===== src/rtl/tpss_pkg.sv =====
// Package for the touch panel serial scanner: field widths, register
// indexes, reset values and the structs shared between modules.
// No dependencies.
package tpss_pkg;

  localparam int unsigned CmdW    = 8;
  localparam int unsigned PosW    = 12;
  localparam int unsigned TickW   = 8;
  localparam int unsigned CfgIdxW = 4;
  localparam int unsigned CfgDatW = 12;

  typedef enum logic [CfgIdxW-1:0] {
    REG_HALF_PERIOD = 4'd0,
    REG_GAP_TICKS   = 4'd1,
    REG_CMD_X       = 4'd2,
    REG_CMD_Y       = 4'd3,
    REG_X_LOW       = 4'd4,
    REG_X_HIGH      = 4'd5,
    REG_Y_LOW       = 4'd6,
    REG_Y_HIGH      = 4'd7
  } cfg_reg_t;

  localparam logic [TickW-1:0] HalfPeriodRst = 8'd10;
  localparam logic [TickW-1:0] GapTicksRst   = 8'd10;
  localparam logic [CmdW-1:0]  CmdXRst       = 8'hD0;
  localparam logic [CmdW-1:0]  CmdYRst       = 8'h90;
  localparam logic [PosW-1:0]  XLowRst       = 12'd3100;
  localparam logic [PosW-1:0]  XHighRst      = 12'd3700;
  localparam logic [PosW-1:0]  YLowRst       = 12'd1500;
  localparam logic [PosW-1:0]  YHighRst      = 12'd1800;

  typedef struct packed {
    logic [TickW-1:0] half_period;
    logic [TickW-1:0] gap_ticks;
    logic [CmdW-1:0]  cmd_x;
    logic [CmdW-1:0]  cmd_y;
    logic [PosW-1:0]  x_low;
    logic [PosW-1:0]  x_high;
    logic [PosW-1:0]  y_low;
    logic [PosW-1:0]  y_high;
  } cfg_t;

  typedef struct packed {
    logic            cs_n;
    logic            sclk;
    logic            mosi;
    logic            busy_res;
    logic            done_res;
    logic [PosW-1:0] x_pos;
    logic [PosW-1:0] y_pos;
    logic            hit;
  } result_t;

endpackage


===== src/rtl/tpss_if.sv =====
// Valid/ready channel interfaces of the touch panel serial scanner:
// input tick, result and configuration write. Depends on tpss_pkg.
interface tpss_tick_if;
  logic valid;
  logic ready;
  logic start_req;
  logic miso;
  modport source (output valid, start_req, miso, input ready);
  modport sink   (input valid, start_req, miso, output ready);
endinterface

interface tpss_res_if;
  logic                     valid;
  logic                     ready;
  logic                     cs_n;
  logic                     sclk;
  logic                     mosi;
  logic                     busy_res;
  logic                     done_res;
  logic [tpss_pkg::PosW-1:0] x_pos;
  logic [tpss_pkg::PosW-1:0] y_pos;
  logic                     hit;
  modport source (output valid, cs_n, sclk, mosi, busy_res, done_res, x_pos, y_pos, hit,
                  input ready);
  modport sink   (input valid, cs_n, sclk, mosi, busy_res, done_res, x_pos, y_pos, hit,
                  output ready);
endinterface

interface tpss_cfg_if;
  logic                        valid;
  logic                        ready;
  logic [tpss_pkg::CfgIdxW-1:0] index;
  logic [tpss_pkg::CfgDatW-1:0] data;
  modport source (output valid, index, data, input ready);
  modport sink   (input valid, index, data, output ready);
endinterface


===== src/rtl/tpss_cfg_regs.sv =====
// Configuration register file of the touch panel serial scanner.
// Depends on tpss_pkg.
module tpss_cfg_regs (
  input  logic          clk,
  input  logic          rst,
  input  logic          wr_en,
  input  logic [tpss_pkg::CfgIdxW-1:0] wr_index,
  input  logic [tpss_pkg::CfgDatW-1:0] wr_data,
  output tpss_pkg::cfg_t cfg
);
  import tpss_pkg::*;

  always_ff @(posedge clk) begin
    if (rst) begin
      cfg.half_period <= HalfPeriodRst;
      cfg.gap_ticks   <= GapTicksRst;
      cfg.cmd_x       <= CmdXRst;
      cfg.cmd_y       <= CmdYRst;
      cfg.x_low       <= XLowRst;
      cfg.x_high      <= XHighRst;
      cfg.y_low       <= YLowRst;
      cfg.y_high      <= YHighRst;
    end else if (wr_en) begin
      case (wr_index)
        REG_HALF_PERIOD: cfg.half_period <= wr_data[TickW-1:0];
        REG_GAP_TICKS:   cfg.gap_ticks   <= wr_data[TickW-1:0];
        REG_CMD_X:       cfg.cmd_x       <= wr_data[CmdW-1:0];
        REG_CMD_Y:       cfg.cmd_y       <= wr_data[CmdW-1:0];
        REG_X_LOW:       cfg.x_low       <= wr_data[PosW-1:0];
        REG_X_HIGH:      cfg.x_high      <= wr_data[PosW-1:0];
        REG_Y_LOW:       cfg.y_low       <= wr_data[PosW-1:0];
        REG_Y_HIGH:      cfg.y_high      <= wr_data[PosW-1:0];
        default: ;  // drop writes outside the register list
      endcase
    end
  end

endmodule


===== src/rtl/tpss_seq.sv =====
// Bit-level serial sequencer: advances one tick per accepted transaction
// and forms the result of that tick. Depends on tpss_pkg.
module tpss_seq #(
  parameter int unsigned CMD_BITS    = 8,
  parameter int unsigned SAMPLE_BITS = 12
) (
  input  logic            clk,
  input  logic            rst,
  input  logic            step,
  input  logic            start_req,
  input  logic            miso,
  input  tpss_pkg::cfg_t  cfg,
  output tpss_pkg::result_t res
);
  import tpss_pkg::*;

  localparam int unsigned MaxBits = (CMD_BITS > SAMPLE_BITS) ? CMD_BITS : SAMPLE_BITS;
  localparam int unsigned BitW    = $clog2(MaxBits + 1);

  typedef enum logic [2:0] {
    PH_IDLE, PH_CMD_HI, PH_CMD_LO, PH_GAP, PH_RD_HI, PH_RD_LO, PH_CS_UP
  } phase_t;

  phase_t            phase, phase_next;
  logic              axis_is_y, axis_is_y_next;
  logic [BitW-1:0]   bit_count, bit_count_next;
  logic [TickW-1:0]  tick_count, tick_count_next;
  logic [CmdW-1:0]   out_shift, out_shift_next;
  logic [PosW-1:0]   in_shift, in_shift_next;
  logic [PosW-1:0]   x_hold, x_hold_next;
  logic [PosW-1:0]   y_hold, y_hold_next;
  logic              done, hit;

  logic [TickW:0]    tick_inc;
  logic [BitW-1:0]   bit_inc;
  logic              half_done, gap_done;

  assign tick_inc  = {1'b0, tick_count} + 1'b1;
  assign bit_inc   = bit_count + 1'b1;
  assign half_done = tick_inc >= {1'b0, cfg.half_period};
  assign gap_done  = tick_inc >= {1'b0, cfg.gap_ticks};

  always_comb begin
    phase_next      = phase;
    axis_is_y_next  = axis_is_y;
    bit_count_next  = bit_count;
    tick_count_next = tick_count;
    out_shift_next  = out_shift;
    in_shift_next   = in_shift;
    x_hold_next     = x_hold;
    y_hold_next     = y_hold;
    done            = 1'b0;
    hit             = 1'b0;
    case (phase)
      PH_IDLE: begin
        if (start_req) begin
          axis_is_y_next  = 1'b0;
          out_shift_next  = cfg.cmd_x;
          bit_count_next  = '0;
          tick_count_next = '0;
          phase_next      = PH_CMD_HI;
        end
      end
      PH_CMD_HI: begin
        if (half_done) begin
          phase_next      = PH_CMD_LO;
          tick_count_next = '0;
        end else begin
          tick_count_next = tick_inc[TickW-1:0];
        end
      end
      PH_CMD_LO: begin
        if (half_done) begin
          out_shift_next  = {out_shift[CmdW-2:0], 1'b0};
          tick_count_next = '0;
          if (bit_inc >= BitW'(CMD_BITS)) begin
            bit_count_next = '0;
            in_shift_next  = '0;
            phase_next     = (cfg.gap_ticks != '0) ? PH_GAP : PH_RD_HI;
          end else begin
            bit_count_next = bit_inc;
            phase_next     = PH_CMD_HI;
          end
        end else begin
          tick_count_next = tick_inc[TickW-1:0];
        end
      end
      PH_GAP: begin
        if (gap_done) begin
          phase_next      = PH_RD_HI;
          tick_count_next = '0;
        end else begin
          tick_count_next = tick_inc[TickW-1:0];
        end
      end
      PH_RD_HI: begin
        if (half_done) begin
          phase_next      = PH_RD_LO;
          tick_count_next = '0;
        end else begin
          tick_count_next = tick_inc[TickW-1:0];
        end
      end
      PH_RD_LO: begin
        if (half_done) begin
          in_shift_next   = {in_shift[PosW-2:0], miso};
          tick_count_next = '0;
          if (bit_inc >= BitW'(SAMPLE_BITS)) begin
            bit_count_next = '0;
            if (!axis_is_y) begin
              x_hold_next    = in_shift_next;
              axis_is_y_next = 1'b1;
              phase_next     = PH_CS_UP;
            end else begin
              y_hold_next    = in_shift_next;
              axis_is_y_next = 1'b0;
              phase_next     = PH_IDLE;
              done           = 1'b1;
              hit = (x_hold > cfg.x_low) && (x_hold < cfg.x_high) &&
                    (in_shift_next > cfg.y_low) && (in_shift_next < cfg.y_high);
            end
          end else begin
            bit_count_next = bit_inc;
            phase_next     = PH_RD_HI;
          end
        end else begin
          tick_count_next = tick_inc[TickW-1:0];
        end
      end
      PH_CS_UP: begin
        out_shift_next  = cfg.cmd_y;
        bit_count_next  = '0;
        tick_count_next = '0;
        phase_next      = PH_CMD_HI;
      end
      default: phase_next = PH_IDLE;
    endcase
  end

  // Result reflects the state after this tick.
  always_comb begin
    res.cs_n     = (phase_next == PH_IDLE) || (phase_next == PH_CS_UP);
    res.sclk     = (phase_next == PH_CMD_HI) || (phase_next == PH_RD_HI);
    res.mosi     = ((phase_next == PH_CMD_HI) || (phase_next == PH_CMD_LO)) ?
                   out_shift_next[CmdW-1] : 1'b0;
    res.busy_res = (phase_next != PH_IDLE);
    res.done_res = done;
    res.x_pos    = x_hold_next;
    res.y_pos    = y_hold_next;
    res.hit      = hit;
  end

  always_ff @(posedge clk) begin
    if (rst) begin
      phase      <= PH_IDLE;
      axis_is_y  <= 1'b0;
      bit_count  <= '0;
      tick_count <= '0;
      out_shift  <= '0;
      in_shift   <= '0;
      x_hold     <= '0;
      y_hold     <= '0;
    end else if (step) begin
      phase      <= phase_next;
      axis_is_y  <= axis_is_y_next;
      bit_count  <= bit_count_next;
      tick_count <= tick_count_next;
      out_shift  <= out_shift_next;
      in_shift   <= in_shift_next;
      x_hold     <= x_hold_next;
      y_hold     <= y_hold_next;
    end
  end

endmodule


===== src/rtl/tpss_out_buf.sv =====
// Result register with a skid stage, so input readiness never waits on
// the downstream ready in the same cycle. Depends on tpss_pkg.
module tpss_out_buf (
  input  logic              clk,
  input  logic              rst,
  input  logic              push,
  input  tpss_pkg::result_t push_data,
  output logic              push_ready,
  output logic              out_valid,
  input  logic              out_ready,
  output tpss_pkg::result_t out_data
);
  import tpss_pkg::*;

  logic    skid_valid;
  result_t skid_data;
  logic    out_free;

  assign push_ready = !skid_valid;
  assign out_free   = !out_valid || out_ready;

  always_ff @(posedge clk) begin
    if (rst) begin
      out_valid  <= 1'b0;
      skid_valid <= 1'b0;
    end else if (out_free) begin
      if (skid_valid) begin
        out_valid  <= 1'b1;
        skid_valid <= 1'b0;
      end else begin
        out_valid <= push;
      end
    end else if (push) begin
      skid_valid <= 1'b1;
    end
  end

  always_ff @(posedge clk) begin
    if (out_free) begin
      if (skid_valid) begin
        out_data <= skid_data;
      end else if (push) begin
        out_data <= push_data;
      end
    end else if (push) begin
      skid_data <= push_data;
    end
  end

endmodule


===== src/rtl/touch_panel_serial_scanner.sv =====
// Top level of the touch panel serial scanner: config registers, tick
// sequencer and result buffer. Depends on tpss_pkg, tpss_if and submodules.
//
//   channel  | role            | payload
//   ---------+-----------------+--------------------------------------------
//   tick     | tick in (sink)  | start_req, miso
//   report   | result (source) | cs_n, sclk, mosi, busy_res, done_res,
//            |                 | x_pos, y_pos, hit
//   cfg      | write (sink)    | index (4 bits), data (12 bits), always ready
//
// Every accepted tick transaction yields exactly one report transaction,
// registered in the result register, or in the skid stage while report
// stalls; one tick per cycle is sustained while report keeps up. A full X+Y
// scan spans 4 * (CMD_BITS + SAMPLE_BITS) * half_period + 2*gap_ticks + 2
// ticks, counting the start tick and the chip-select pause between the
// axes; a half_period of zero counts as one. Reset (rst, synchronous)
// returns the sequencer to idle and loads the default register values.
// When report stalls, one more tick is held in the skid stage; tick.ready
// then drops until the result drains.
module touch_panel_serial_scanner #(
  parameter int unsigned CMD_BITS    = 8,
  parameter int unsigned SAMPLE_BITS = 12
) (
  input logic         clk,
  input logic         rst,
  tpss_tick_if.sink   tick,
  tpss_res_if.source  report,
  tpss_cfg_if.sink    cfg
);
  import tpss_pkg::*;

  cfg_t    cfg_regs;
  result_t seq_res;
  result_t buf_res;
  logic    tick_ready;
  logic    tick_fire;

  // Config writes never stall.
  assign cfg.ready = 1'b1;

  tpss_cfg_regs u_cfg (
    .clk      (clk),
    .rst      (rst),
    .wr_en    (cfg.valid),
    .wr_index (cfg.index),
    .wr_data  (cfg.data),
    .cfg      (cfg_regs)
  );

  // Advance the sequencer only on an accepted tick transaction.
  assign tick.ready = tick_ready;
  assign tick_fire  = tick.valid && tick_ready;

  tpss_seq #(
    .CMD_BITS    (CMD_BITS),
    .SAMPLE_BITS (SAMPLE_BITS)
  ) u_seq (
    .clk       (clk),
    .rst       (rst),
    .step      (tick_fire),
    .start_req (tick.start_req),
    .miso      (tick.miso),
    .cfg       (cfg_regs),
    .res       (seq_res)
  );

  tpss_out_buf u_buf (
    .clk        (clk),
    .rst        (rst),
    .push       (tick_fire),
    .push_data  (seq_res),
    .push_ready (tick_ready),
    .out_valid  (report.valid),
    .out_ready  (report.ready),
    .out_data   (buf_res)
  );

  assign report.cs_n     = buf_res.cs_n;
  assign report.sclk     = buf_res.sclk;
  assign report.mosi     = buf_res.mosi;
  assign report.busy_res = buf_res.busy_res;
  assign report.done_res = buf_res.done_res;
  assign report.x_pos    = buf_res.x_pos;
  assign report.y_pos    = buf_res.y_pos;
  assign report.hit      = buf_res.hit;

endmodule


===== src/flat_wrapper.sv =====
// flat-port wrapper written by rule: the top's interface ports become plain ports
module touch_panel_serial_scanner_flat import tpss_pkg::*;
#(
  parameter int unsigned CMD_BITS    = 8,
  parameter int unsigned SAMPLE_BITS = 12
)
  (clk, rst, tick_valid, tick_start_req, tick_miso, tick_ready, report_valid, report_cs_n, report_sclk, report_mosi, report_busy_res, report_done_res, report_x_pos, report_y_pos, report_hit, report_ready, cfg_valid, cfg_index, cfg_data, cfg_ready);
  tpss_tick_if tick_i ();
  tpss_res_if report_i ();
  tpss_cfg_if cfg_i ();
  input logic clk;
  input logic rst;
  input wire logic [$bits(tick_i.valid)-1:0] tick_valid;
  input wire logic [$bits(tick_i.start_req)-1:0] tick_start_req;
  input wire logic [$bits(tick_i.miso)-1:0] tick_miso;
  output wire logic [$bits(tick_i.ready)-1:0] tick_ready;
  output wire logic [$bits(report_i.valid)-1:0] report_valid;
  output wire logic [$bits(report_i.cs_n)-1:0] report_cs_n;
  output wire logic [$bits(report_i.sclk)-1:0] report_sclk;
  output wire logic [$bits(report_i.mosi)-1:0] report_mosi;
  output wire logic [$bits(report_i.busy_res)-1:0] report_busy_res;
  output wire logic [$bits(report_i.done_res)-1:0] report_done_res;
  output wire logic [$bits(report_i.x_pos)-1:0] report_x_pos;
  output wire logic [$bits(report_i.y_pos)-1:0] report_y_pos;
  output wire logic [$bits(report_i.hit)-1:0] report_hit;
  input wire logic [$bits(report_i.ready)-1:0] report_ready;
  input wire logic [$bits(cfg_i.valid)-1:0] cfg_valid;
  input wire logic [$bits(cfg_i.index)-1:0] cfg_index;
  input wire logic [$bits(cfg_i.data)-1:0] cfg_data;
  output wire logic [$bits(cfg_i.ready)-1:0] cfg_ready;
  assign tick_i.valid = tick_valid;
  assign tick_i.start_req = tick_start_req;
  assign tick_i.miso = tick_miso;
  assign tick_ready = tick_i.ready;
  assign report_valid = report_i.valid;
  assign report_cs_n = report_i.cs_n;
  assign report_sclk = report_i.sclk;
  assign report_mosi = report_i.mosi;
  assign report_busy_res = report_i.busy_res;
  assign report_done_res = report_i.done_res;
  assign report_x_pos = report_i.x_pos;
  assign report_y_pos = report_i.y_pos;
  assign report_hit = report_i.hit;
  assign report_i.ready = report_ready;
  assign cfg_i.valid = cfg_valid;
  assign cfg_i.index = cfg_index;
  assign cfg_i.data = cfg_data;
  assign cfg_ready = cfg_i.ready;
  touch_panel_serial_scanner #(.CMD_BITS(CMD_BITS), .SAMPLE_BITS(SAMPLE_BITS)) u_core (.clk(clk), .rst(rst), .tick(tick_i), .report(report_i), .cfg(cfg_i));
endmodule

===== config.mk =====
export PLATFORM = sky130hd
export DESIGN_NAME = touch_panel_serial_scanner_flat
export DESIGN_NICKNAME = d
export VERILOG_FILES = /design/src/rtl/tpss_pkg.sv /design/src/rtl/tpss_if.sv /design/src/rtl/tpss_cfg_regs.sv /design/src/rtl/tpss_seq.sv /design/src/rtl/tpss_out_buf.sv /design/src/rtl/touch_panel_serial_scanner.sv /design/src/flat_wrapper.sv
export SDC_FILE = /design/constraint.sdc
export NUM_CORES = 1
export LEC_CHECK = 0
export BUFFER_PORTS_ARGS = -buffer_cell sky130_fd_sc_hd__buf_2
export CAP_MARGIN = 20
export CORE_AREA = 5 5 165 167
export DETAILED_ROUTE_END_ITERATION = 10
export DIE_AREA = 0 0 170 172
export PLACE_DENSITY = 0.64
export SYNTH_ARGS = -nofsm -noshare
export SYNTH_HDL_FRONTEND = slang
export SYNTH_SLANG_ARGS = --single-unit

===== constraint.sdc =====
create_clock -name clk -period 5.6 [get_ports clk]
set_clock_uncertainty 0.1 [all_clocks]
set_input_delay 0.28 -clock clk [delete_from_list [all_inputs] [get_ports clk]]
set_output_delay 0.28 -clock clk [all_outputs]
set_load 0.01 [all_outputs]

Yosys cells after proc, flatten, opt, wreduce, memory -nomap -nowiden
Cells that the tools add are included.
{"block": "classes", "n_eq_ne": 22, "reduce_logical": 38, "bitwise": 1, "order_cmp": 8, "add_sub_neg": 2, "muxes": 53}
{"cell": "$mux 12", "n": 8}
{"cell": "$mux 30", "n": 2}
{"cell": "$mux 8", "n": 5}
{"cell": "$mux 11", "n": 3}
{"cell": "$pmux 8 s4", "n": 1}
{"cell": "$mux 3", "n": 10}
{"cell": "$gt 12x12->1", "n": 2}
{"cell": "$lt 12x12->1", "n": 2}
{"cell": "$pmux 8 s3", "n": 1}
{"cell": "$pmux 11 s2", "n": 1}
{"cell": "$pmux 3 s7", "n": 1}
{"cell": "$mux 4", "n": 5}
{"cell": "$reduce_and 2->1", "n": 10}
{"cell": "$ge 9x8->1", "n": 2}
{"cell": "$eq 4x3->1 const B", "n": 4}
{"cell": "$pmux 4 s4", "n": 1}
{"cell": "$eq 3x3->1 const B", "n": 5}
{"cell": "$reduce_and 5->1", "n": 3}
{"cell": "$mux 1", "n": 14}
{"cell": "$ne 2x2->1 const B", "n": 5}
{"cell": "$add 8x1->9 const B", "n": 1}
{"cell": "$eq 3x2->1 const B", "n": 3}
{"cell": "$eq 4x2->1 const B", "n": 2}
{"cell": "$ge 4x4->1 const B", "n": 2}
{"cell": "other kinds (18)", "n": 31}
{"block": "word_totals", "reg_bits": 201, "input_bits": 23}

Longest topological paths before layout
Gate-level depths: netlist of run 1.
{"block": "logic_depth", "ltp_word": 10, "depth_mapped": 15, "depth_no_buf": 12}

Modules after synthesis
Synthesis of run 1 repeated with hierarchy kept, for this count alone.
{"block": "hier_totals", "cells_unflattened": 988, "hier_area_um2": 10249.8}
{"mod": "tpss_seq", "seq_area_each_um2": 1181.1, "instances": 1, "cells_per_inst": 583, "area_per_inst_um2": 4684.5}
{"mod": "tpss_cfg_regs", "seq_area_each_um2": 1601.5, "instances": 1, "cells_per_inst": 298, "area_per_inst_um2": 3153.0}
{"mod": "tpss_out_buf", "seq_area_each_um2": 1841.8, "instances": 1, "cells_per_inst": 104, "area_per_inst_um2": 2394.8}
{"mod": "touch_panel_serial_scanner", "seq_area_each_um2": 0.0, "instances": 1, "cells_per_inst": 3, "area_per_inst_um2": 17.5}

Worst setup path after synthesis of run 1
OpenSTA, ideal clock, no wires.
{"block": "synth_path", "kind": "reg-to-reg", "from": "register u_core.u_seq.tick_count[0]", "to": "register u_core.u_buf.out_data[1] (netlist name), data pin", "path_slack_ps": 2195, "setup_time_ps": 260, "stages_incl_launch_ff": 15, "required_ps": 5240, "path_buffers": 2, "arrival_time_ps": 3046, "path_cell_list": "dfxtp_1 -> ha_1 -> nand3_2 -> nor2_1 -> xor2_1 -> ha_1 -> a21o_1 -> nand2_1 -> nor3b_4 -> nand2_4 -> and4_4 -> buf_6 -> buf_8 -> mux2_4 -> mux2_2"}
{"item": "start, declared", "line": "tpss_seq.sv:27", "text": "logic [TickW-1:0] tick_count, tick_count_next;"}
{"item": "start signal, assigned", "line": "tpss_seq.sv:167", "text": "tick_count <= tick_count_next;"}
{"item": "end signal, assigned", "line": "tpss_out_buf.sv:41", "text": "out_data <= skid_data;"}
{"item": "end signal, assigned", "line": "tpss_out_buf.sv:43", "text": "out_data <= push_data;"}
{"item": "end, declared", "line": "tpss_out_buf.sv:11", "text": "output tpss_pkg::result_t out_data"}

==> results.sh, run 1 <==
export IMPL_status="finished clean"
export IMPL_ys_async_sr_fraction=0
export IMPL_critPathLaunchType="flip-flop"
export IMPL_synth_top_area_cell="dfxtp_1"
export IMPL_drive_above_1_share=0.179
export IMPL_io_pins=56
export IMPL_initial_core_util=0.393
export IMPL_io_buffers=54
export IMPL_hold_path_end="u_core.u_cfg.cfg[37]$_SDFFE_PP0P_"
export IMPL_syn_avg_cell_area_um2=9.95
export IMPL_power_frac_comb=0.086
export IMPL_timing_rr_end="u_core.u_buf.out_data[19]$_DFFE_PP_"
export IMPL_p_leak_nw=5.05
export IMPL_track_usage=0.161
export IMPL_path_max_fanout=18
export IMPL_cts_htree_levels=1
export IMPL_p_int_mw=2.54
export IMPL_syn_inst=1011
export IMPL_n_fill_cell=2384
export IMPL_min_path_cells=3
export IMPL_routed_wl_mm=23.9
export IMPL_wl_per_cell_um=17.1
export IMPL_switching_share=0.234
export IMPL_grt_ovfl_total=0
export IMPL_worstMarginPinSlew_ns=0.991
export IMPL_p_sw_mw=0.774
export IMPL_yosysUniqueCellTypes=74
export IMPL_rows=59
export IMPL_worstHoldStart="cfg_data[1]"
export IMPL_dr_pass1_iters=5
export IMPL_fp_coreArea_um2=25600
export IMPL_seq_area_frac_synth=0.460
export IMPL_synth_top_cell_area_share=0.281
export IMPL_cellPowerDensity_nw_per_um2=291
export IMPL_period_minus_slack_ns=3.92
export IMPL_fin_crit_sh=0.700
export IMPL_clkPwrFrac=0.433
export IMPL_synth_nets=1098
export IMPL_clockRootBuffer="clkbuf_16"
export IMPL_reg2reg_from="u_core.u_seq.tick_count[0]$_SDFFE_PP0P_"
export IMPL_grt_pass1_vias=7286
export IMPL_cp_buffers_inverters=0
export IMPL_cts_sinks=201
export IMPL_hold_violations=0
export IMPL_drc=0
export IMPL_maxCapViolCount=0
export IMPL_reg2reg_depth=12
export IMPL_hp_class="in2reg"
export IMPL_crit_chain="nand3_1, nor2_1, and3_1, xor2_1, ha_1, nand3_1, nor2_1, a21oi_4, nand2_4, nand4b_2, mux2_2, mux2_2"
export IMPL_layout_area_seq_um2=4620
export IMPL_yosys_warnings=0
export IMPL_ir_drop_mv=0.183
export IMPL_rsz0062_at_grt="no"
export IMPL_worstPathRequired_ns=5.75
export IMPL_finalPower_mw=3.31
export IMPL_max_slew_margin_rel=0.336
export IMPL_power_frac_seq=0.481
export IMPL_antenna_found_initial=0
export IMPL_grt_pass1_wl_mm=38.5
export IMPL_clk_latency_ns=0.50
export IMPL_via_per_inst=5.36
export IMPL_gp_congestion=0.845
export IMPL_critical_path_top_delay_family="simple AND/OR/NAND/NOR gates"
export IMPL_antenna_cells=0
export IMPL_multiInputGateArea_um2=4940
export IMPL_area_growth_pct=13.2
export IMPL_chipHeight_um=172
export IMPL_dieArea_um2=29200
export IMPL_cts_made_buffers=23
export IMPL_ys_seq_elements=201
export IMPL_endpoint_kind="flip-flop"
export IMPL_cts_tree="yes"
export IMPL_r2r_slack_ns=1.68
export IMPL_synth_most_common_cell="dfxtp_1"
export IMPL_dpl_hpwl_mm=16.0
export IMPL_cts_buffer_depth=3
export IMPL_slew_violations=0
export IMPL_syn_area_um2=10100
export IMPL_postRouteAntennaNets=0
export IMPL_cp_arrival_ns=4.07
export IMPL_grt_max_degree=87
export IMPL_die_w_um=170
export IMPL_vias=7489
export IMPL_synthFlopType="dfxtp_1"
export IMPL_path_clk_slew_ns=0.06
export IMPL_synth_common_cells="141 x dfxtp_1, 107 x nand2_1, 70 x nor2_1"
export IMPL_synth_edf_count=60
export IMPL_critPathSlowestCell="nand4b_2"
export IMPL_num_nets_final=1133
export IMPL_cp_slowest_stage_delay_ns=0.55
export IMPL_setup_viol=0
export IMPL_finalSetupTns_ns=0
export IMPL_critical_path_class="reg2reg"
export IMPL_drt_iter0_markers=605
export IMPL_max_freq_mhz=255
export IMPL_synthTopCellsByArea="dfxtp_1 28%, edfxtp_1 18%, ha_1 8.0%"
## final cells by class
cell class              count  area share
repair buffers             71      0.0378
clock inverters             5     0.00472
clock buffers              36      0.0583
flip-flops and latches    201       0.406
multi-input cells         681       0.434
well taps                 335      0.0368
inverters                  68      0.0224
## worst min-delay path, cell delays in order
cell and delay (ns):
buf_2 0.17, nand2_1 0.08, a21oi_1 0.05
## metal layers
layer | up-vias | wire, um | global-route usage
met5 | - | 0 | 0
met4 | 0 | 372 | 0.0340
met3 | 30 | 1140 | 0.0203
met2 | 181 | 10800 | 0.272
met1 | 3584 | 11600 | 0.224
li1 | 3694 | - | -
## registers in the layout (all words and copies together) (netlist names)
signal,count
u_core.u_buf.out_data,30
u_core.u_buf.out_valid,1
u_core.u_buf.skid_data,30
u_core.u_buf.skid_valid,1
u_core.u_cfg.cfg,80
u_core.u_seq.axis_is_y,1
u_core.u_seq.bit_count,4
u_core.u_seq.in_shift,11
u_core.u_seq.out_shift,8
u_core.u_seq.phase,3
u_core.u_seq.tick_count,8
u_core.u_seq.x_hold,12
u_core.u_seq.y_hold,12
## stage by stage
stage	setup slack (ns)	hold slack, ns	area (um^2)	util	std cells
2_1_floorplan	2.19	0.316	10100	-	1011
3_3_place_gp	1.82	0.344	10600	0.414	1350
3_5_place_dp	1.71	0.346	10600	0.414	1350
4_1_cts	1.68	0.00454	11400	0.444	1396
5_1_grt	1.43	0.0446	11400	0.445	1397
6_report	1.68	0.0204	11400	0.445	1397
## power by group through the flow
| stage | Sequential (mW) | Combinational, mW | Clock [mW] |
|---|---|---|---|
| final | 1.59 | 0.285 | 1.43 |
| after floorplan | 1.62 | 0.191 | 0 |
| after CTS | 1.59 | 0.284 | 1.47 |
| after global routing | 1.60 | 0.315 | 1.52 |
| after global placement | 1.62 | 0.274 | 0 |
| after detailed placement | 1.62 | 0.280 | 0 |
## placed cells by master (no fill, tap or decap), drive strengths merged, types with 7 or more instances in the layout
master	n
nand2	108
nand4	19
o22ai	8
a21oi	59
o21ai	20
o211ai	30
a21o	11
a211oi	12
a22oi	7
nor3	13
mux2i	46
buf	66
dfxtp	141
ha	64
nand3	13
inv	69
clkbuf	36
o211a	24
nor2	71
or2	25
nor3b	9
nor2b	11
mux2	49
edfxtp	60
## cell families after synthesis
group	count (synthesis)	synth area share
XOR/XNOR	7	0.00609
flip-flops	201	0.460
buffers and inverters	129	0.0510
adder cells (fa/ha/maj)	64	0.0796
AND/OR/NAND/NOR	303	0.148
other	1	0.000373
AO/OA/AOI/OAI	211	0.149
multiplexers	95	0.107
## how the worst max path moves through the flow
stage,from,end,cells after the start
floorplan,u_core.u_seq.tick_count[0]$_SDFFE_PP0P_,u_core.u_buf.out_data[1]$_DFFE_PP_,14
global placement,u_core.u_seq.tick_count[0]$_SDFFE_PP0P_,u_core.u_buf.out_data[17]$_DFFE_PP_,12
detailed placement,u_core.u_seq.tick_count[0]$_SDFFE_PP0P_,u_core.u_buf.out_data[21]$_DFFE_PP_,12
CTS,u_core.u_seq.tick_count[0]$_SDFFE_PP0P_,u_core.u_buf.out_data[19]$_DFFE_PP_,12
global route,u_core.u_seq.tick_count[0]$_SDFFE_PP0P_,u_core.u_buf.out_data[26]$_DFFE_PP_,12
finish,u_core.u_seq.tick_count[0]$_SDFFE_PP0P_,u_core.u_buf.out_data[19]$_DFFE_PP_,12
## timing repair
item | CTS | global route
buffers inserted | 0 | 0
hold buffers | 5 | 0
setup endpoints to repair | 0 | 0
resized for setup | 0 | 0
endpoints found under the hold margin | 17 | 0
(Power assumes the default switching activity.)
==> inputs of run 2 (changes only) <==
--- a/config.mk
+++ b/config.mk
@@ -5,12 +5,13 @@
 export SDC_FILE = /design/constraint.sdc
 export NUM_CORES = 1
 export LEC_CHECK = 0
+export ABC_AREA = 1
 export BUFFER_PORTS_ARGS = -buffer_cell sky130_fd_sc_hd__buf_2
 export CAP_MARGIN = 20
-export CORE_AREA = 5 5 165 167
+export CORE_AREA = 5 5 163 165
 export DETAILED_ROUTE_END_ITERATION = 10
-export DIE_AREA = 0 0 170 172
-export PLACE_DENSITY = 0.64
+export DIE_AREA = 0 0 168 170
+export PLACE_DENSITY = 0.66
 export SYNTH_ARGS = -nofsm -noshare
 export SYNTH_HDL_FRONTEND = slang
 export SYNTH_SLANG_ARGS = --single-unit
==> constraint.sdc (replaced) <==
create_clock -name clk -period 3.4 [get_ports clk]
set_clock_uncertainty 0.1 [all_clocks]
set_input_delay 0.17 -clock clk [delete_from_list [all_inputs] [get_ports clk]]
set_output_delay 0.17 -clock clk [all_outputs]
set_load 0.01 [all_outputs]
==> run 2 against run 1 <==
Net effect: die area fell by 2.3%; global-route usage fell by 0.47 points; flip-flop and latch count unchanged; sequential power is 66% higher; utilization is 0.65 points higher.
==> results.sh, run 2 <==
export IMPL_period_minus_slack_ns=3.13
export IMPL_largest_reg_flops=80
export IMPL_synth_compound_area_frac=0.174
export IMPL_cp_buffers_inverters=0
export IMPL_cp_arrival_ns=3.29
export IMPL_n_fill_cell=2444
export IMPL_clkPwrFrac=0.420
export IMPL_clk_latency_ns=0.51
export IMPL_endpoint_kind="flip-flop"
export IMPL_via_per_inst=4.88
export IMPL_grt_max_degree=63
export IMPL_cellPowerDensity_nw_per_um2=487
export IMPL_ys_async_sr_fraction=0
export IMPL_reg2reg_depth=18
export IMPL_worstHoldStart="cfg_index[0]"
export IMPL_io_pins=56
export IMPL_power_frac_seq=0.482
export IMPL_max_freq_mhz=320
export IMPL_p_int_mw=4.11
export IMPL_largestRegisters="u_core.u_cfg.cfg: 80 flops, u_core.u_buf.out_data: 30 flops, u_core.u_buf.skid_data: 30 flops"
export IMPL_switching_share=0.249
export IMPL_cts_made_buffers=22
export IMPL_r2r_slack_ns=0.27
export IMPL_synth_top_family_by_area="simple AND/OR/NAND/NOR gates"
export IMPL_drt_met1_wl_mm=11.2
export IMPL_power_frac_comb=0.098
export IMPL_grt_pass1_wl_mm=37.6
export IMPL_synth_nets=1291
export IMPL_ir_drop_mv=0.346
export IMPL_clockRootBuffer="clkbuf_16"
export IMPL_syn_inst=1204
export IMPL_dr_wl_met2_mm=9.70
export IMPL_setup_viol=0
export IMPL_largest_register="u_core.u_cfg.cfg"
export IMPL_dieArea_um2=28600
export IMPL_initial_core_util=0.392
export IMPL_rsz0062_at_grt="yes"
export IMPL_cts_sinks=201
export IMPL_critical_path_class="reg2reg"
export IMPL_wl_per_cell_um=13.9
export IMPL_cts_setup_buffers=0
export IMPL_antenna_found_initial=0
export IMPL_final_util=0.451
export IMPL_cts_tree="yes"
export IMPL_critPathSlowestCell="dfxtp_1"
export IMPL_gp_congestion=0.884
export IMPL_chipHeight_um=170
export IMPL_cts_buffer_depth=3
export IMPL_critical_path_top_delay_family="simple AND/OR/NAND/NOR gates"
export IMPL_min_path_cells=5
export IMPL_yosys_warnings=0
export IMPL_cp_startpoint="u_core.u_seq.tick_count[1]$_SDFFE_PP0P_"
export IMPL_hold_violations=0
export IMPL_drt_iter0_markers=650
export IMPL_track_usage=0.156
export IMPL_reg2reg_from="u_core.u_seq.tick_count[1]$_SDFFE_PP0P_"
export IMPL_synth_top_area_cell="dfxtp_1"
export IMPL_status="finished clean"
export IMPL_antenna_cells=0
export IMPL_timing_rr_end="u_core.u_buf.out_data[7]$_DFFE_PP_"
export IMPL_io_buffers=54
export IMPL_muxShareOfSynthArea=0
export IMPL_path_clk_slew_ns=0.06
export IMPL_hold_path_end="u_core.u_cfg.cfg[52]$_SDFFE_PP1P_"
export IMPL_die_w_um=168
export IMPL_crit_top_cell="nand2_1"
export IMPL_grt_pass1_vias=7540
export IMPL_critPathLaunchType="flip-flop"
export IMPL_mostFrequentLayoutCell="nand2_1"
export IMPL_fp_coreArea_um2=24900
export IMPL_max_slew_margin_rel=0.558
export IMPL_yosysUniqueCellTypes=41
export IMPL_cts_htree_levels=1
export IMPL_routed_wl_mm=22.4
export IMPL_grt_ovfl_total=0
export IMPL_wl_met3_mm=1.13
export IMPL_cp_slowest_stage_delay_ns=0.35
export IMPL_p_sw_mw=1.36
export IMPL_area_growth_pct=15.2
export IMPL_maxCapViolCount=0
export IMPL_final_cell_mix="221 x nand2_1, 158 x inv_1, 141 x dfxtp_1"
export IMPL_drive_above_1_share=0.122
export IMPL_ys_seq_elements=201
export IMPL_synth_edf_count=60
export IMPL_syn_area_um2=9750
export IMPL_worst_hold_slack_ns=0.0391
export IMPL_synthTopCellsByArea="dfxtp_1 29%, edfxtp_1 18%, nand2_1 8.6%"
export IMPL_routed_top_layer="met4"
export IMPL_num_nets_final=1354
export IMPL_syn_avg_cell_area_um2=8.09
export IMPL_dpl_hpwl_mm=15.7
export IMPL_synth_xor_area_frac=0.00719
export IMPL_crit_chain="ha_1, nand2_1, nor2_4, xor2_2, ha_1, nand2_1, nor2_1, nand2_1, nand3_1, nand2_1, nand2_1, nand2_1, nand2_2, nand3_4, nand2_1, o21ai_2, nand2_1, nand2_1"
export IMPL_path_max_fanout=28
export IMPL_slew_violations=0
export IMPL_vias=7878
export IMPL_synth_most_common_cell="nand2_1"
export IMPL_worstPathRequired_ns=3.57
export IMPL_seq_area_frac_synth=0.475
export IMPL_dr_pass1_iters=5
export IMPL_synth_top_cell_area_share=0.290
export IMPL_p_leak_nw=5.09
export IMPL_drc=0
export IMPL_yosys_area_share_adder=0.0822
export IMPL_worstMarginPinSlew_ns=0.663
export IMPL_fin_crit_sh=0.920
export IMPL_synth_common_cells="222 x nand2_1, 158 x inv_1, 141 x dfxtp_1"
export IMPL_synth_simple_area_share=0.178
export IMPL_hp_class="in2reg"
export IMPL_synthFlopType="dfxtp_1"
export IMPL_postRouteAntennaNets=0
export IMPL_rows=58
## run 2: changes by cell type after synthesis, moves of 25 or more
cell	delta
nand2_1	+115
inv_1	+91
o21ai_0	+74
a21oi_1	+62
nor2_1	+53
mux2i_1	-46
o21ai_1	+42
mux2_2	-33
o211ai_1	-25
## run 2: power groups by stage
stage	registers (mW)	clock network, mW	logic [mW]
after floorplan	2.70	0	0.346
after global placement	2.69	0	0.510
after detailed placement	2.69	0	0.522
after CTS	2.64	2.34	0.540
after global routing	2.65	2.45	0.619
final	2.64	2.30	0.538
## run 2: metal layers
layer,GRT usage,vias up
met4,0.0388,0
met2,0.251,170
met3,0.0256,29
li1,-,4098
met1,0.222,3581
met5,0,-
## run 2: worst max path at each step
stage,slack [ns],end,cells after the start
after floorplan,0.50,u_core.u_buf.skid_data[27]$_DFFE_PP_,19
after global placement,0.37,u_core.u_buf.skid_data[27]$_DFFE_PP_,19
after detailed placement,0.27,u_core.u_buf.skid_data[27]$_DFFE_PP_,19
after CTS,0.25,u_core.u_buf.skid_data[27]$_DFFE_PP_,19
after global routing,-0.02,u_core.u_buf.out_data[7]$_DFFE_PP_,18
final,0.27,u_core.u_buf.out_data[7]$_DFFE_PP_,18
## run 2: tightest hold or removal path, stage by stage
cell	delay, ns
buf_2	0.11
nand2_1	0.09
nor2_1	0.09
nand2_1	0.07
nand3_1	0.06
## run 2: layout make-up
type	instances	area [um^2]	area share
Clock buffer	34	658	0.0586
Clock inverter	6	41.3	0.00368
Inverter	167	627	0.0558
Multi-Input combinational cell	791	4330	0.386
Sequential cell	201	4620	0.412
Tap cell	330	413	0.0368
Timing Repair Buffer	84	536	0.0477
## run 2: kinds of logic (layout without fill, tap and decap cells)
family / Yosys count / count (layout)
adder cells (fa/ha/maj): 64 / 64
AND/OR/NAND/NOR: 410 / 410
XOR/XNOR: 8 / 8
other: 1 / 1
buffers and inverters: 212 / 291
flip-flops: 201 / 201
AO/OA/AOI/OAI: 308 / 308
## run 2: timing repair
action / CTS / global route
endpoints found under the hold margin: 63 / 0
resized for setup: 0 / 4
hold buffers: 16 / 0
endpoints found under the setup margin: 0 / 11
## run 2: per-stage QoR
step | TNS (ns) | setup slack (ns) | instances | power (mW) | instance area, um^2
global route | -0.0222 | -0.0181 | 1613 | 5.72 | 11200
finish | 0 | 0.273 | 1613 | 5.47 | 11200
detailed placement | 0 | 0.271 | 1557 | 3.21 | 10300
global placement | 0 | 0.374 | 1557 | 3.20 | 10300
floorplan | 0 | 0.495 | 1204 | 3.04 | 9750
CTS | 0 | 0.249 | 1613 | 5.52 | 11200
==> inputs of run 3 (changes only) <==
--- a/config.mk
+++ b/config.mk
@@ -8,9 +8,9 @@
 export ABC_AREA = 1
 export BUFFER_PORTS_ARGS = -buffer_cell sky130_fd_sc_hd__buf_2
 export CAP_MARGIN = 20
-export CORE_AREA = 5 5 163 165
+export CORE_AREA = 2 2 160 162
 export DETAILED_ROUTE_END_ITERATION = 10
-export DIE_AREA = 0 0 168 170
+export DIE_AREA = 0 0 162 164
 export PLACE_DENSITY = 0.66
 export SYNTH_ARGS = -nofsm -noshare
 export SYNTH_HDL_FRONTEND = slang
==> run 3 against run 2 <==
Net effect: first-iteration DRC count is 16% lower; power is 1.1% lower; register-to-register slack better by 0.02 ns; utilization is 0.14 points higher; sequential power hardly changed; worst setup slack better by 0.016 ns; cell count hardly changed; die area is 7.0% lower; non-clock buffer count is 1 higher; maximum frequency is 0.51% higher; critical path type unchanged.
==> results.sh, run 3 (synthesis gave the netlist of run 2 again) <==
export IMPL_status="finished clean"
export IMPL_pre_cts_ws_ns=0.247
export IMPL_largestRegisters="u_core.u_cfg.cfg: 80 flops, u_core.u_buf.out_data: 30 flops, u_core.u_buf.skid_data: 30 flops"
export IMPL_cp_arrival_ns=3.27
export IMPL_track_usage=0.165
export IMPL_setup_viol=0
export IMPL_timing_rr_end="u_core.u_buf.skid_data[27]$_DFFE_PP_"
export IMPL_dpl_hpwl_mm=15.7
export IMPL_grt_pass1_wl_mm=35.7
export IMPL_largest_register="u_core.u_cfg.cfg"
export IMPL_num_nets_final=1355
export IMPL_slew_violations=0
export IMPL_period_minus_slack_ns=3.11
export IMPL_ir_drop_mv=0.281
export IMPL_antenna_found_initial=0
export IMPL_drc=0
export IMPL_placed_area_um2=10300
export IMPL_stdcell_count=1614
export IMPL_grt_max_degree=80
export IMPL_fin_area_um2=11200
export IMPL_hp_class="in2reg"
export IMPL_gp_congestion=0.861
export IMPL_crit_top_cell="nand2_1"
export IMPL_clk_latency_ns=0.51
export IMPL_reg2reg_from="u_core.u_seq.tick_count[1]$_SDFFE_PP0P_"
export IMPL_worstMarginPinSlew_ns=0.941
export IMPL_fp_coreArea_um2=24800
export IMPL_worst_hold_slack_ns=0.0293
export IMPL_hold_path_end="u_core.u_cfg.cfg[75]$_SDFFE_PP1P_"
export IMPL_path_max_fanout=7
export IMPL_clkPwrFrac=0.413
export IMPL_critical_path_class="reg2reg"
export IMPL_drive_above_1_share=0.121
export IMPL_switching_share=0.252
export IMPL_cellPowerDensity_nw_per_um2=482
export IMPL_worstHoldStart="cfg_index[0]"
export IMPL_dieArea_um2=26600
export IMPL_initial_core_util=0.393
export IMPL_area_growth_pct=15.3
export IMPL_postRouteAntennaNets=0
export IMPL_layout_area_seq_um2=4620
export IMPL_largest_reg_flops=80
export IMPL_p_sw_mw=1.36
export IMPL_wl_per_cell_um=13.7
export IMPL_path_clk_slew_ns=0.06
export IMPL_vias=7886
export IMPL_cts_tree="yes"
export IMPL_cp_slowest_stage_delay_ns=0.35
export IMPL_power_frac_comb=0.100
export IMPL_p_int_mw=4.05
export IMPL_n_fill_cell=2465
export IMPL_grt_pass1_vias=7096
export IMPL_final_setup_worst_slack_ns=0.289
export IMPL_mostFrequentLayoutCell="nand2_1"
export IMPL_clockRootBuffer="clkbuf_16"
export IMPL_chipHeight_um=164
export IMPL_via_per_inst=4.89
export IMPL_final_util=0.453
export IMPL_max_freq_mhz=321
export IMPL_dr_pass1_iters=5
export IMPL_antenna_cells=0
export IMPL_endpoint_kind="flip-flop"
export IMPL_finalSetupTns_ns=0
export IMPL_cts_setup_buffers=0
export IMPL_maxCapViolCount=0
export IMPL_drt_iter0_markers=543
export IMPL_die_w_um=162
export IMPL_reg2reg_depth=16
export IMPL_cts_made_buffers=22
export IMPL_crit_chain="ha_1, nand2_1, nor2_4, nand3_1, xnor2_2, ha_1, a21oi_1, nand2_1, nand2_1, nand2_2, nand2_1, inv_1, nand2_1, nand3_1, a21o_1, and2_1"
export IMPL_worstPathRequired_ns=3.56
export IMPL_fin_crit_sh=0.915
export IMPL_max_slew_margin_rel=0.373
export IMPL_dp_cells=1557
export IMPL_hold_violations=0
export IMPL_r2r_slack_ns=0.29
export IMPL_critPathLaunchType="flip-flop"
export IMPL_p_leak_nw=5.08
export IMPL_finalPower_mw=5.41
export IMPL_routed_wl_mm=22.2
export IMPL_power_frac_seq=0.487
export IMPL_cts_sinks=201
export IMPL_multiInputGateArea_um2=4330
export IMPL_critPathSlowestCell="dfxtp_1"
export IMPL_cts_htree_levels=1
export IMPL_min_path_cells=5
export IMPL_io_buffers=54
export IMPL_grt_ovfl_total=0
export IMPL_final_cell_mix="222 x nand2_1, 158 x inv_1, 141 x dfxtp_1"
export IMPL_rows=58
export IMPL_io_pins=56
export IMPL_cts_buffer_depth=3
## run 3: cell count changes in the layout (fill, tap and decap cells not counted), moves of 2 or more
cell	delta
clkinvlp_4	+3
clkinv_1	+3
clkbuf_8	-4
clkbuf_1	-2
## run 3: metal layers
metal / up-vias / global-route usage / routed length, um
met2: 153 / 0.259 / 9690
met3: 32 / 0.0205 / 954
met1: 3601 / 0.239 / 11100
li1: 4100 / - / -
met4: 0 / 0.0475 / 396
met5: - / 0 / 0
## run 3: critical path, delay by kind of cell, from the launching register on
kind | cells | cell delay [ns]
and+or+nand+nor | 10 | 1.26
AOI/OAI and AO/OA | 2 | 0.33
adders and majority gates | 2 | 0.47
buffers and inverters | 1 | 0.12
DFF | 1 | 0.35
xor gates and xnor gates | 1 | 0.24
## run 3: worst max-delay path by stage
stage,startpoint,end,depth (start not counted)
after floorplan,u_core.u_seq.tick_count[0]$_SDFFE_PP0P_,u_core.u_buf.skid_data[27]$_DFFE_PP_,19
after global placement,u_core.u_seq.tick_count[1]$_SDFFE_PP0P_,u_core.u_buf.skid_data[27]$_DFFE_PP_,18
after detailed placement,u_core.u_seq.tick_count[1]$_SDFFE_PP0P_,u_core.u_buf.skid_data[27]$_DFFE_PP_,16
after CTS,u_core.u_seq.tick_count[1]$_SDFFE_PP0P_,u_core.u_buf.out_data[27]$_DFFE_PP_,17
after global routing,u_core.u_seq.tick_count[1]$_SDFFE_PP0P_,u_core.u_buf.skid_data[27]$_DFFE_PP_,16
final,u_core.u_seq.tick_count[1]$_SDFFE_PP0P_,u_core.u_buf.skid_data[27]$_DFFE_PP_,16
## run 3: cell type report
| cell class | count | area share |
|---|---|---|
| Sequential cell | 201 | 0.412 |
| Multi-Input combinational cell | 791 | 0.385 |
| Inverter | 167 | 0.0558 |
| Clock buffer | 26 | 0.0504 |
| Timing Repair Buffer | 85 | 0.0501 |
| Tap cell | 330 | 0.0368 |
| Clock inverter | 14 | 0.00980 |
## run 3: power by group through the flow
stage / clock [mW] / combinational, mW / sequential [mW]
3_5_place_dp: 0 / 0.524 / 2.69
2_1_floorplan: 0 / 0.346 / 2.70
3_3_place_gp: 0 / 0.510 / 2.69
5_1_grt: 2.37 / 0.619 / 2.65
6_report: 2.24 / 0.540 / 2.64
4_1_cts: 2.30 / 0.540 / 2.64
## run 3: repair_timing
action | CTS | global route
endpoints found under the setup margin | 0 | 4
hold endpoints to repair | 72 | 0
resized for setup | 0 | 3
hold buffers | 16 | 0
